--- src/b52c_pkg.sv ---
// ----------------------------------------------------------------------------
// Base-52 pair codec package
// Shared types, status codes, arithmetic constants and alphabet mapping
// functions of the base-52 pair text codec.
// ----------------------------------------------------------------------------
package b52c_pkg;

   localparam int unsigned RADIX    = 52;
   localparam int unsigned RADIX_SQ = RADIX * RADIX;

   // Exact reciprocal for a 16-bit value divided by RADIX_SQ.
   localparam int unsigned HI_RECIP = 99274;
   localparam int unsigned HI_SHIFT = 28;
   // Exact reciprocal for a 12-bit value divided by RADIX.
   localparam int unsigned LO_RECIP = 5042;
   localparam int unsigned LO_SHIFT = 18;

   localparam int unsigned NUM_RANGES = 9;

   typedef enum logic [1:0] {
      STATUS_OK       = 2'd0,
      STATUS_BAD_CHAR = 2'd1,
      STATUS_BAD_LEN  = 2'd2,
      STATUS_OVERFLOW = 2'd3
   } status_type;

   typedef enum logic [1:0] {
      JOB_ENC = 2'd0,
      JOB_DEC = 2'd1,
      JOB_ERR = 2'd2
   } job_kind_type;

   typedef struct packed {
      job_kind_type kind;
      logic [15:0]  value;
      status_type   status;
      logic         last;
   } job_type;

   typedef struct packed {
      logic       valid;
      logic [5:0] digit;
   } digit_type;

   // Character ranges of the alphabet, in digit order.
   localparam logic [7:0] CHAR_LO [NUM_RANGES] = '{
      8'h33, 8'h36, 8'h61, 8'h6D, 8'h41, 8'h45, 8'h4A, 8'h50, 8'h54};
   localparam logic [7:0] CHAR_HI [NUM_RANGES] = '{
      8'h34, 8'h39, 8'h6B, 8'h7A, 8'h43, 8'h48, 8'h4E, 8'h52, 8'h59};
   // First and last digit of each range.
   localparam logic [5:0] DIG_LO [NUM_RANGES] = '{
      6'd0, 6'd2, 6'd6, 6'd17, 6'd31, 6'd34, 6'd38, 6'd43, 6'd46};
   localparam logic [5:0] DIG_HI [NUM_RANGES] = '{
      6'd1, 6'd5, 6'd16, 6'd30, 6'd33, 6'd37, 6'd42, 6'd45, 6'd51};
   // Character code minus digit, constant within a range.
   localparam logic [7:0] CHAR_BASE [NUM_RANGES] = '{
      8'h33, 8'h34, 8'h5B, 8'h5C, 8'h22, 8'h23, 8'h24, 8'h25, 8'h26};

   function automatic digit_type char_to_digit(input logic [7:0] ch);
      digit_type res;
      logic [7:0] diff;
      res = '0;
      for (int r = 0; r < NUM_RANGES; r++) begin
         diff = ch - CHAR_BASE[r];
         if (ch >= CHAR_LO[r] && ch <= CHAR_HI[r]) begin
            res.valid = 1'b1;
            res.digit = diff[5:0];
         end
      end
      return res;
   endfunction

   function automatic logic [7:0] digit_to_char(input logic [5:0] d);
      logic [7:0] res;
      res = '0;
      for (int r = 0; r < NUM_RANGES; r++) begin
         if (d >= DIG_LO[r] && d <= DIG_HI[r]) begin
            res = {2'b00, d} + CHAR_BASE[r];
         end
      end
      return res;
   endfunction

endpackage

--- src/base52_pair_text_codec.sv ---
// ----------------------------------------------------------------------------
// Base-52 pair text codec
// Streaming encoder and decoder between byte pairs and three-character
// base-52 groups, with a direction register and per-word status.
// ----------------------------------------------------------------------------
// The front end takes one input word per cycle while the job queue has room
// and no direction write is pending, and emits nothing for words that only
// extend a group. The back end sends one result word per cycle when the
// output is free, after loading each job while idle: three characters for
// an encoded byte pair, two bytes for a decoded character triple and one
// word for an error. That back-end sequencer sets the sustained rate; the
// queue of QUEUE_DEPTH jobs (2 or more) lets input bursts run ahead of it.
// Write the direction register only while no message is in flight; a write
// also discards any partial group.
module base52_pair_text_codec #(
   parameter int unsigned QUEUE_DEPTH = 4
) (
   input  logic       clock,
   input  logic       reset,
   input  logic       req_tvalid,
   output logic       req_tready,
   input  logic [7:0] req_tdata,    // [7:0] in_symbol
   input  logic       req_tlast,    // in_last
   output logic       rsp_tvalid,
   input  logic       rsp_tready,
   output logic [7:0] rsp_tdata,    // [7:0] out_symbol
   output logic [2:0] rsp_tuser,    // [1:0] status, [2] run_last
   output logic       rsp_tlast,    // message_end
   input  logic       csr_valid,
   output logic       csr_ready,
   input  logic       csr_wdata     // direction
);

   logic              queue_full;
   logic              push_valid;
   b52c_pkg::job_type push_job;
   logic              job_avail;
   logic              job_pop;
   b52c_pkg::job_type head_job;

   b52c_front u_front (
      .clock      (clock),
      .reset      (reset),
      .req_tvalid (req_tvalid),
      .req_tready (req_tready),
      .req_tdata  (req_tdata),
      .req_tlast  (req_tlast),
      .csr_valid  (csr_valid),
      .csr_ready  (csr_ready),
      .csr_wdata  (csr_wdata),
      .queue_full (queue_full),
      .push_valid (push_valid),
      .push_job   (push_job)
   );

   b52c_queue #(
      .DEPTH (QUEUE_DEPTH)
   ) u_queue (
      .clock      (clock),
      .reset      (reset),
      .push_valid (push_valid),
      .push_job   (push_job),
      .full       (queue_full),
      .pop_avail  (job_avail),
      .pop        (job_pop),
      .pop_job    (head_job)
   );

   b52c_back u_back (
      .clock      (clock),
      .reset      (reset),
      .job_avail  (job_avail),
      .job_pop    (job_pop),
      .job        (head_job),
      .rsp_tvalid (rsp_tvalid),
      .rsp_tready (rsp_tready),
      .rsp_tdata  (rsp_tdata),
      .rsp_tuser  (rsp_tuser),
      .rsp_tlast  (rsp_tlast)
   );

endmodule

--- src/b52c_front.sv ---
// ----------------------------------------------------------------------------
// Base-52 pair codec front end
// Accepts input words, keeps the partial group and the direction register,
// and turns each completed group or error into a job for the back end.
// ----------------------------------------------------------------------------
module b52c_front (
   input  logic              clock,
   input  logic              reset,
   input  logic              req_tvalid,
   output logic              req_tready,
   input  logic [7:0]        req_tdata,   // [7:0] in_symbol
   input  logic              req_tlast,   // in_last
   input  logic              csr_valid,
   output logic              csr_ready,
   input  logic              csr_wdata,   // direction
   input  logic              queue_full,
   output logic              push_valid,
   output b52c_pkg::job_type push_job
);

   logic        direction_ff, direction_in;
   logic [17:0] group_value_ff, group_value_in;
   logic [1:0]  group_count_ff, group_count_in;

   logic                 accept;
   b52c_pkg::digit_type  in_digit;
   logic [17:0]          acc_base;
   logic [23:0]          acc_wide;
   logic [17:0]          acc_value;

   // A direction write takes the cycle, so no input word is taken with it.
   assign req_tready = !queue_full && !csr_valid;
   assign csr_ready  = 1'b1;
   assign accept     = req_tvalid && req_tready;

   assign in_digit  = b52c_pkg::char_to_digit(req_tdata);
   assign acc_base  = (group_count_ff == 2'd0) ? 18'd0 : group_value_ff;
   assign acc_wide  = {6'd0, acc_base} * 24'(b52c_pkg::RADIX) + {18'd0, in_digit.digit};
   assign acc_value = acc_wide[17:0];

   always_comb begin
      direction_in   = direction_ff;
      group_value_in = group_value_ff;
      group_count_in = group_count_ff;
      push_valid     = 1'b0;
      push_job.kind   = b52c_pkg::JOB_ERR;
      push_job.value  = 16'd0;
      push_job.status = b52c_pkg::STATUS_OK;
      push_job.last   = req_tlast;

      if (csr_valid) begin
         direction_in   = csr_wdata;
         group_value_in = 18'd0;
         group_count_in = 2'd0;
      end else if (accept) begin
         if (!direction_ff) begin
            if (group_count_ff == 2'd0) begin
               if (req_tlast) begin
                  push_valid      = 1'b1;
                  push_job.status = b52c_pkg::STATUS_BAD_LEN;
               end else begin
                  group_value_in = {10'd0, req_tdata};
                  group_count_in = 2'd1;
               end
            end else begin
               push_valid     = 1'b1;
               push_job.kind  = b52c_pkg::JOB_ENC;
               push_job.value = {group_value_ff[7:0], req_tdata};
               group_value_in = 18'd0;
               group_count_in = 2'd0;
            end
         end else begin
            if (!in_digit.valid) begin
               push_valid      = 1'b1;
               push_job.status = b52c_pkg::STATUS_BAD_CHAR;
               group_value_in  = 18'd0;
               group_count_in  = 2'd0;
            end else if (group_count_ff < 2'd2) begin
               if (req_tlast) begin
                  push_valid      = 1'b1;
                  push_job.status = b52c_pkg::STATUS_BAD_LEN;
                  group_value_in  = 18'd0;
                  group_count_in  = 2'd0;
               end else begin
                  group_value_in = acc_value;
                  group_count_in = group_count_ff + 2'd1;
               end
            end else begin
               push_valid      = 1'b1;
               push_job.kind   = b52c_pkg::JOB_DEC;
               push_job.value  = acc_value[15:0];
               push_job.status = (acc_value[17:16] != 2'd0) ? b52c_pkg::STATUS_OVERFLOW
                                                             : b52c_pkg::STATUS_OK;
               group_value_in  = 18'd0;
               group_count_in  = 2'd0;
            end
         end
      end
   end

   always_ff @(posedge clock) begin
      if (reset) begin
         direction_ff   <= 1'b0;
         group_value_ff <= 18'd0;
         group_count_ff <= 2'd0;
      end else begin
         direction_ff   <= direction_in;
         group_value_ff <= group_value_in;
         group_count_ff <= group_count_in;
      end
   end

endmodule

--- src/b52c_queue.sv ---
// ----------------------------------------------------------------------------
// Base-52 pair codec job queue
// Small first-in first-out buffer of jobs between the front and back ends.
// ----------------------------------------------------------------------------
module b52c_queue #(
   parameter int unsigned DEPTH = 4
) (
   input  logic              clock,
   input  logic              reset,
   input  logic              push_valid,
   input  b52c_pkg::job_type push_job,
   output logic              full,
   output logic              pop_avail,
   input  logic              pop,
   output b52c_pkg::job_type pop_job
);

   localparam int unsigned AW = (DEPTH > 1) ? $clog2(DEPTH) : 1;
   localparam int unsigned CW = $clog2(DEPTH + 1);

   b52c_pkg::job_type entry_ff [DEPTH];
   logic [AW-1:0] wr_ptr_ff, wr_ptr_in;
   logic [AW-1:0] rd_ptr_ff, rd_ptr_in;
   logic [CW-1:0] count_ff, count_in;
   logic          do_push, do_pop;

   assign full      = (count_ff == CW'(DEPTH));
   assign pop_avail = (count_ff != '0);
   assign pop_job   = entry_ff[rd_ptr_ff];
   assign do_push   = push_valid && !full;
   assign do_pop    = pop && pop_avail;

   always_comb begin
      wr_ptr_in = wr_ptr_ff;
      rd_ptr_in = rd_ptr_ff;
      count_in  = count_ff;
      if (do_push) begin
         wr_ptr_in = (wr_ptr_ff == AW'(DEPTH - 1)) ? '0 : wr_ptr_ff + 1'b1;
      end
      if (do_pop) begin
         rd_ptr_in = (rd_ptr_ff == AW'(DEPTH - 1)) ? '0 : rd_ptr_ff + 1'b1;
      end
      if (do_push && !do_pop) begin
         count_in = count_ff + 1'b1;
      end else if (do_pop && !do_push) begin
         count_in = count_ff - 1'b1;
      end
   end

   always_ff @(posedge clock) begin
      if (reset) begin
         wr_ptr_ff <= '0;
         rd_ptr_ff <= '0;
         count_ff  <= '0;
      end else begin
         wr_ptr_ff <= wr_ptr_in;
         rd_ptr_ff <= rd_ptr_in;
         count_ff  <= count_in;
      end
   end

   always_ff @(posedge clock) begin
      if (do_push) begin
         entry_ff[wr_ptr_ff] <= push_job;
      end
   end

endmodule

--- src/b52c_back.sv ---
// ----------------------------------------------------------------------------
// Base-52 pair codec back end
// Takes jobs from the queue and sends their result words one at a time,
// splitting byte pairs into three base-52 characters, one state per character.
// ----------------------------------------------------------------------------
module b52c_back (
   input  logic              clock,
   input  logic              reset,
   input  logic              job_avail,
   output logic              job_pop,
   input  b52c_pkg::job_type job,
   output logic              rsp_tvalid,
   input  logic              rsp_tready,
   output logic [7:0]        rsp_tdata,   // [7:0] out_symbol
   output logic [2:0]        rsp_tuser,   // [1:0] status, [2] run_last
   output logic              rsp_tlast    // message_end
);

   typedef enum logic [2:0] {
      ST_IDLE,
      ST_ENC0,
      ST_ENC1,
      ST_ENC2,
      ST_DEC0,
      ST_DEC1,
      ST_ERR
   } state_type;

   state_type             state_ff, state_in;
   b52c_pkg::job_type     job_ff, job_in;
   logic [4:0]            d0_ff, d0_in;
   logic [11:0]           rem_ff, rem_in;
   logic [5:0]            d1_ff, d1_in;
   logic                  valid_ff, valid_in;
   logic [7:0]            symbol_ff, symbol_in;
   b52c_pkg::status_type  status_ff, status_in;
   logic                  run_last_ff, run_last_in;
   logic                  msg_end_ff, msg_end_in;

   logic        out_free;
   logic [32:0] hi_prod;
   logic [15:0] hi_part;
   logic [15:0] rem_full;
   logic [24:0] lo_prod;
   logic [5:0]  d1_now;
   logic [11:0] d2_full;

   assign out_free = !valid_ff || rsp_tready;

   // Most significant digit of the pair, straight from the queue head.
   assign hi_prod  = {17'd0, job.value} * 33'(b52c_pkg::HI_RECIP);
   assign hi_part  = {11'd0, d0_ff} * 16'(b52c_pkg::RADIX_SQ);
   assign rem_full = job_ff.value - hi_part;
   assign lo_prod  = {13'd0, rem_ff} * 25'(b52c_pkg::LO_RECIP);
   assign d1_now   = lo_prod[b52c_pkg::LO_SHIFT +: 6];
   assign d2_full  = rem_ff - {6'd0, d1_ff} * 12'(b52c_pkg::RADIX);

   always_comb begin
      state_in    = state_ff;
      job_in      = job_ff;
      d0_in       = d0_ff;
      rem_in      = rem_ff;
      d1_in       = d1_ff;
      valid_in    = valid_ff && !rsp_tready;
      symbol_in   = symbol_ff;
      status_in   = status_ff;
      run_last_in = run_last_ff;
      msg_end_in  = msg_end_ff;
      job_pop     = 1'b0;

      unique case (state_ff)
         ST_IDLE: begin
            if (job_avail) begin
               job_pop = 1'b1;
               job_in  = job;
               d0_in   = hi_prod[b52c_pkg::HI_SHIFT +: 5];
               unique case (job.kind)
                  b52c_pkg::JOB_ENC: state_in = ST_ENC0;
                  b52c_pkg::JOB_DEC: state_in = ST_DEC0;
                  b52c_pkg::JOB_ERR: state_in = ST_ERR;
                  default:           state_in = ST_IDLE;
               endcase
            end
         end
         ST_ENC0: begin
            if (out_free) begin
               valid_in    = 1'b1;
               symbol_in   = b52c_pkg::digit_to_char({1'b0, d0_ff});
               status_in   = b52c_pkg::STATUS_OK;
               run_last_in = 1'b0;
               msg_end_in  = 1'b0;
               rem_in      = rem_full[11:0];
               state_in    = ST_ENC1;
            end
         end
         ST_ENC1: begin
            if (out_free) begin
               valid_in    = 1'b1;
               symbol_in   = b52c_pkg::digit_to_char(d1_now);
               status_in   = b52c_pkg::STATUS_OK;
               run_last_in = 1'b0;
               msg_end_in  = 1'b0;
               d1_in       = d1_now;
               state_in    = ST_ENC2;
            end
         end
         ST_ENC2: begin
            if (out_free) begin
               valid_in    = 1'b1;
               symbol_in   = b52c_pkg::digit_to_char(d2_full[5:0]);
               status_in   = b52c_pkg::STATUS_OK;
               run_last_in = 1'b1;
               msg_end_in  = job_ff.last;
               state_in    = ST_IDLE;
            end
         end
         ST_DEC0: begin
            if (out_free) begin
               valid_in    = 1'b1;
               symbol_in   = job_ff.value[15:8];
               status_in   = job_ff.status;
               run_last_in = 1'b0;
               msg_end_in  = 1'b0;
               state_in    = ST_DEC1;
            end
         end
         ST_DEC1: begin
            if (out_free) begin
               valid_in    = 1'b1;
               symbol_in   = job_ff.value[7:0];
               status_in   = job_ff.status;
               run_last_in = 1'b1;
               msg_end_in  = job_ff.last;
               state_in    = ST_IDLE;
            end
         end
         ST_ERR: begin
            if (out_free) begin
               valid_in    = 1'b1;
               symbol_in   = 8'd0;
               status_in   = job_ff.status;
               run_last_in = 1'b1;
               msg_end_in  = job_ff.last;
               state_in    = ST_IDLE;
            end
         end
         default: state_in = ST_IDLE;
      endcase
   end

   always_ff @(posedge clock) begin
      if (reset) begin
         state_ff <= ST_IDLE;
         valid_ff <= 1'b0;
      end else begin
         state_ff <= state_in;
         valid_ff <= valid_in;
      end
      job_ff      <= job_in;
      d0_ff       <= d0_in;
      rem_ff      <= rem_in;
      d1_ff       <= d1_in;
      symbol_ff   <= symbol_in;
      status_ff   <= status_in;
      run_last_ff <= run_last_in;
      msg_end_ff  <= msg_end_in;
   end

   assign rsp_tvalid = valid_ff;
   assign rsp_tdata  = symbol_ff;
   assign rsp_tuser  = {run_last_ff, status_ff};
   assign rsp_tlast  = msg_end_ff;

endmodule

--- config.mk ---
export PLATFORM = sky130hd
export DESIGN_NAME = base52_pair_text_codec
export DESIGN_NICKNAME = d
export VERILOG_FILES = /design/src/b52c_pkg.sv /design/src/base52_pair_text_codec.sv /design/src/b52c_front.sv /design/src/b52c_queue.sv /design/src/b52c_back.sv
export SDC_FILE = /design/constraint.sdc
export NUM_CORES = 1
export LEC_CHECK = 0
export ABC_AREA = 1
export BUFFER_PORTS_ARGS = -buffer_cell sky130_fd_sc_hd__buf_2
export CAP_MARGIN = 20
export CORE_MARGIN = 5
export CORE_UTILIZATION = 55
export CTS_CLUSTER_SIZE = 28
export DETAILED_ROUTE_END_ITERATION = 10
export GPL_TIMING_DRIVEN = 0
export PLACE_DENSITY = 0.73
export SLEW_MARGIN = 20
export SYNTH_ARGS = -nofsm -noshare
export SYNTH_HDL_FRONTEND = slang
export SYNTH_HIERARCHICAL = 1
export SYNTH_SLANG_ARGS = --single-unit
--- constraint.sdc ---
create_clock -name clock -period 5 [get_ports clock]
set_input_delay 0.5 -clock clock [delete_from_list [all_inputs] [get_ports clock]]
set_output_delay 0.5 -clock clock [all_outputs]
set_load 0.03 [all_outputs]
==> out/metrics.cfg, run 1 <==
[clock_tree]
cts_made_buffers = 17
h-tree-depth = 4
clkTransAtPathRegs_ns = 0.07
cts_max_path_buffers = 2
insertion_delay_ns = 0.44
cts_tree = built
clkSinkCount = 168
cts_root_buf = clkbuf_16

[drt]
vias_per_cell = 5.59
drc = 0
vias = 17400
routed_wl_mm = 52.5
ant_nets = 0
dr.pass1.iters = 6
drt_iter0_drc = 1318
wl_per_cell_um = 16.9

[setup_path]
rr_worst_depth = 24
r2r_slack_ns = -0.52
cp.arrival_ns = 5.70
critPathLaunchType = flip-flop
end_kind = flip-flop
crit_fanout = 10
worstPathRequired_ns = 5.18
r2r_end = u_back/d0_ff[4]
crit_type = flip-flop to flip-flop

[global_route]
busiest_layer = met2
grt_pass1_vias = 17100
grt_pass1_wl_mm = 82.9
track_usage_pct = 25.7
met3_usage_pct = 3.20
overflow = 0
grtUsageMet1_pct = 33.0
grt_use_met2_pct = 45.5
antenna_found_initial = 0
grt_max_degree = 28

[timing]
slew_viol_final = 0
max_freq_mhz = 181
fin_skew_ns = 0.0172
fin_ws_ns = -0.516
hold_viol = 0
rsz0062_at_grt = yes
worst_pin_slew_ns = 0.997
finalCritPeriodShare_pct = 110
slew_headroom_pct = 33.3
setup_viol = 12
min_period_ns = 5.52

[cells_and_area]
multi_input_area_um2 = 14100
areaGrowthSynthToFinish_pct = 18.3
fin_nets = 3072
fillers = 2790
seqCellArea_um2 = 4730
antenna_cells = 0
final_common_cell = inv_1
finalInstanceArea_um2 = 23200
mostFrequentLayoutCells = inv_1 (466), nand2_1 (411), ha_1 (262)
final_layout_size_suffix_gt1_share_pct = 18.9

[floorplan]
io_pins = 30
fp.dieW_um = 199
die_area_um2 = 39600
start_util_pct = 55.5
die_h_um = 199
coreArea_um2 = 35400
num_rows = 69

[placed_design]
place_area_um2 = 20500
globalplace.congestion = 0.975
portBuffers = 28
dp.final_hpwl_mm = 39.0
place_ws_ns = -1.13

[logic_synthesis]
synth-edff-count = 136
mappedNetlistArea_um2 = 19600
synth.avg_cell_area_um2 = 7.91
ys_ff_latch = 168
synth_ff_type = edfxtp_1
yosys_warnings = 6
yosys.cell_types.count = 57
synthArstFlopShare_pct = 0
syn-num-nets = 2919
netlist_instances = 2484
yosysSeqAreaShare_pct = 24.1

[run]
drv_cap = 0

[worst_hold_path]
hp-class = input port to flip-flop
min_to = u_front/direction_ff
min_path_cells = 3
min_from = csr_wdata

[outcome]
failed_checks = negative setup slack
status = complete, but fails checks

## sequential cells by signal (all words and copies together), names as in the netlist, named ones only
register / cells
u_back/rsp_tlast: 1
u_queue/count_ff: 3
u_back/rsp_tvalid: 1
u_back/d0_ff: 5
u_front/group_value_ff: 16
u_back/state_ff: 3
u_queue/entry_ff: 84
u_queue/wr_ptr_ff: 2
u_front/direction_ff: 1
u_back/status_ff: 2
u_back/rem_ff: 12
u_queue/rd_ptr_ff: 2
u_back/job_ff: 19
u_back/run_last_ff: 1
u_back/d1_ff: 4
u_back/rsp_tdata: 8
u_front/group_count_ff: 2
## synthesized netlist by cell type (23+ instances only)
cell / count / share of area (%)
inv_1: 486 / 9.3
nand2_1: 465 / 8.9
ha_1: 296 / 19
nor2_1: 244 / 4.7
edfxtp_1: 136 / 21
a21oi_1: 133 / 3.4
fa_1: 124 / 13
nand3_1: 113 / 2.9
o21ai_0: 91 / 2.3
xor2_1: 40 / 1.8
o21ai_1: 34 / 0.87
nand4_1: 33 / 1.1
dfxtp_1: 32 / 3.3
o22ai_1: 29 / 0.92
xnor2_1: 24 / 1.1
nand2_2: 23 / 0.73
## layout make-up
type	instances	share of cell area, %
Multi-Input combinational cell	1774	60.9
Tap cell	461	2.48
Timing Repair Buffer	134	4.25
Inverter	510	8.39
Clock buffer	18	1.85
Sequential cell	168	20.4
Clock inverter	14	0.657
Buffer	32	1.16
## metrics by stage
| stage | std cells | TNS, ns | hold WS (ns) | util, % |
|---|---|---|---|---|
| 2_1_floorplan | 2484 | -0.328 | 0.426 | - |
| 5_1_grt | 3111 | -7.64 | 0.323 | 65.6 |
| 3_5_place_dp | 2973 | -16.65 | 0.457 | 58.0 |
| 4_1_cts | 3072 | -4.39 | 0.283 | 62.9 |
| 3_3_place_gp | 2973 | -27.72 | 0.444 | 57.9 |
| 6_report | 3111 | -4.89 | 0.295 | 65.6 |
## critical path: stages, from the launching register on
cell and delay (ns):
dfxtp_2 0.32, buf_8 0.14, inv_8 0.08, buf_8 0.15, nor2_2 0.06, o22ai_4 0.28
buf_6 0.15, ha_4 0.19, inv_1 0.07, fa_1 0.46, fa_1 0.50, inv_1 0.05
fa_1 0.52, fa_1 0.45, fa_1 0.56, ha_4 0.23, a21oi_2 0.14, o21ai_2 0.06
nand4_1 0.09, nand3_2 0.11, a21oi_4 0.18, nor3_2 0.06, nor2_1 0.16, o21ai_1 0.10
xor2_1 0.15
## repair_timing
action                     CTS  global route
hold buffers                 0             0
pin swaps                   85            98
gates resized for setup    138           167
cloned                       1             0
buffers inserted            66            41
setup endpoints to repair   16            47
## per-layer routing
metal	wire, µm	part of all wire [%]
met1	21700	41
met2	26300	50
met3	3010	5.7
met4	1500	2.9
met5	0	0
## worst max path at each step
stage | end | slack [ns] | cells past startpoint
3_5_place_dp | u_back/d0_ff[4] | -1.13 | 23
6_report | u_back/d0_ff[4] | -0.52 | 24
2_1_floorplan | u_back/rsp_tdata[1] | -0.07 | 32
4_1_cts | u_back/d0_ff[4] | -0.51 | 25
5_1_grt | u_back/rsp_tdata[2] | -0.73 | 31
3_3_place_gp | u_back/d0_ff[4] | -1.04 | 23
## kinds of logic after synthesis
group / count (synthesis) / synth area share, %
AOI/OAI and AO/OA: 353 / 10.2
xor gates and xnor gates: 64 / 2.85
adders and majority gates: 420 / 31.5
buffers and inverters: 543 / 11.0
DFF: 168 / 24.1
other: 1 / 0.0191
and+or+nand+nor: 935 / 20.4
Power of run 1 is left out: the tool's default activity adds up to more than one toggle a clock period on the data nets, which glitch-free logic cannot reach.
==> run 2, diff against run 1 <==
--- a/config.mk
+++ b/config.mk
@@ -14,6 +14,7 @@
 export DETAILED_ROUTE_END_ITERATION = 10
 export GPL_TIMING_DRIVEN = 0
 export PLACE_DENSITY = 0.73
+export SETUP_SLACK_MARGIN = 0.4
 export SLEW_MARGIN = 20
 export SYNTH_ARGS = -nofsm -noshare
 export SYNTH_HDL_FRONTEND = slang
==> run 2 against run 1 <==
The run still ends with negative setup slack left. Fmax is 0.43% lower. Die area stayed put. Non-clock buffer count is 2 lower. Via count is 0.37% lower. Wire length is 0.14% lower. Cell area is 0.26% higher. Sequential share of layout area is 0.063 points lower. Register-to-register slack worse by 0.02 ns. Flip-flop and latch count stayed put.
==> out/metrics.cfg, run 2 (synthesis gave the netlist of run 1 again) <==
[outcome]
status = complete, but fails checks
failed_checks = negative setup slack

[cells_and_area]
final_layout_size_suffix_gt1_share_pct = 18.6  ; -0.24 points
biggestRegsByFlops = u_queue/entry_ff (84), u_back/job_ff (19), u_front/group_value_ff (16)
finalInstanceArea_um2 = 23300  ; +0.26%
fin_cells = 3108  ; -0.096%
areaGrowthSynthToFinish_pct = 18.6
regMostFlops = u_queue/entry_ff
final_common_cell = inv_1
largest_register_ffs = 84  ; unchanged
fin_nets = 3069  ; -0.098%
mostFrequentLayoutCells = inv_1 (469), nand2_1 (416), ha_1 (263)
antenna_cells = 0  ; unchanged
fillers = 2826  ; +1.3%

[clock_tree]
cts_made_buffers = 17  ; unchanged
insertion_delay_ns = 0.44  ; about the same
clkTransAtPathRegs_ns = 0.06  ; about the same
cts_hold_buf = 0  ; unchanged
h-tree-depth = 4  ; unchanged
clkSinkCount = 168  ; unchanged
cts_tree = built
cts_max_path_buffers = 2  ; unchanged
cts_root_buf = clkbuf_16

[timing]
fin_skew_ns = 0.0117  ; -0.00545 ns
finalCritPeriodShare_pct = 111  ; +0.47 points
hold_viol = 0  ; unchanged
slew_viol_final = 0  ; unchanged
rsz0062_at_grt = yes
max_freq_mhz = 181  ; -0.43%
fin_ws_ns = -0.539  ; -0.0237 ns
hold_ws_ns = 0.305  ; +0.0103 ns
worst_pin_slew_ns = 0.956  ; -0.0413 ns
slew_headroom_pct = 36.1  ; +2.8 points
setup_viol = 12  ; unchanged
min_period_ns = 5.54  ; +0.0237 ns

[global_route]
grt_pass1_vias = 16900  ; -1.2%
grt_max_degree = 22  ; -21%
grt_pass1_wl_mm = 82.6  ; -0.42%
antenna_found_initial = 0  ; unchanged
track_usage_pct = 25.6  ; -0.086 points
overflow = 0  ; unchanged

[drt]
drt_iter0_drc = 1328  ; +0.76%
dr.pass1.iters = 8  ; +2
ant_nets = 0  ; unchanged
vias = 17300  ; -0.37%
vias_per_cell = 5.57  ; -0.27%
routed_wl_mm = 52.5  ; -0.14%
drc = 0  ; unchanged
wl_per_cell_um = 16.9  ; about the same

[floorplan]
start_util_pct = 55.5  ; unchanged
fp.dieW_um = 199  ; unchanged
coreArea_um2 = 35400  ; unchanged
io_pins = 30  ; unchanged
die_h_um = 199  ; unchanged
num_rows = 69  ; unchanged
die_area_um2 = 39600  ; unchanged

[setup_path]
critPathLaunchType = flip-flop
crit_fanout = 7  ; -3
worstPathRequired_ns = 5.17  ; about the same
crit_type = flip-flop to flip-flop
critical_path.max_stage_delay_ns = 0.61  ; +0.05 ns
cp.arrival_ns = 5.71  ; about the same
end_kind = flip-flop
crit_slowest_cell = fa_1

[worst_hold_path]
hp-class = input port to flip-flop

[placed_design]
portBuffers = 28  ; unchanged
dp.cells = 2974  ; +0.034%
globalplace.congestion = 0.950  ; -2.6%
place_ws_ns = -1.11  ; +0.0136 ns
dp.final_hpwl_mm = 39.2  ; +0.47%
place_area_um2 = 20600  ; +0.18%

[run]
drv_cap = 0  ; unchanged

==> run 2: cell types whose count changed in the layout (fill, tap and decap cells not counted), sizes merged <==
cell / delta
clkinv: -3
nand2: -1
clkbuf: +6
clkinvlp: -2
buf: -3
==> run 2: metrics by stage <==
step                TNS (ns)  util, %
floorplan             -0.332        -
global placement      -25.43     57.9
detailed placement    -14.39     58.1
CTS                    -4.12     63.3
global route           -7.58     65.8
finish                 -5.71     65.8
==> run 2: area by class of cell <==
class | count | area (µm²) | area share (%)
multi-input combinational | 1773 | 14100 | 60.6
sequential | 168 | 4730 | 20.3
inverter | 510 | 1950 | 8.38
timing repair buffer | 131 | 1030 | 4.41
tap | 461 | 577 | 2.48
clock buffer | 23 | 543 | 2.33
buffer | 33 | 279 | 1.20
clock inverter | 9 | 81.3 | 0.349
==> run 2: layer usage <==
metal | track usage, % | part of all wire [%]
met1 | 33.3 | 42
met2 | 45.6 | 50
met3 | 2.27 | 5.3
met4 | 7.78 | 2.7
met5 | 0 | 0
==> run 2: repair_timing <==
action	4_1_cts	5_1_grt
pin swaps	70	79
endpoints found under the setup margin	50	58
resized for setup	142	157
setup buffers	71	31
==> run 2: final timing paths <==
path | startpoint | to | slack, ns | cells past startpoint
max | u_back/rem_ff[7] | u_back/rsp_tdata[3] | -0.54 | 29
min | csr_wdata | u_front/direction_ff | 0.31 | 3
max reg2reg | u_back/rem_ff[7] | u_back/rsp_tdata[3] | -0.54 | 29
min reg2reg | u_back/job_ff[4] | u_back/rem_ff[1] | 0.47 | 0
==> run 2: critical path, delay by kind of cell (launching register included) <==
kind	cells	cell delay, ns
DFF	1	0.50
adders and majority gates	7	2.49
and+or+nand+nor	17	1.80
buffers and inverters	4	0.43
AOI/OAI and AO/OA	1	0.06
Power of run 2 is left out for the same reason.
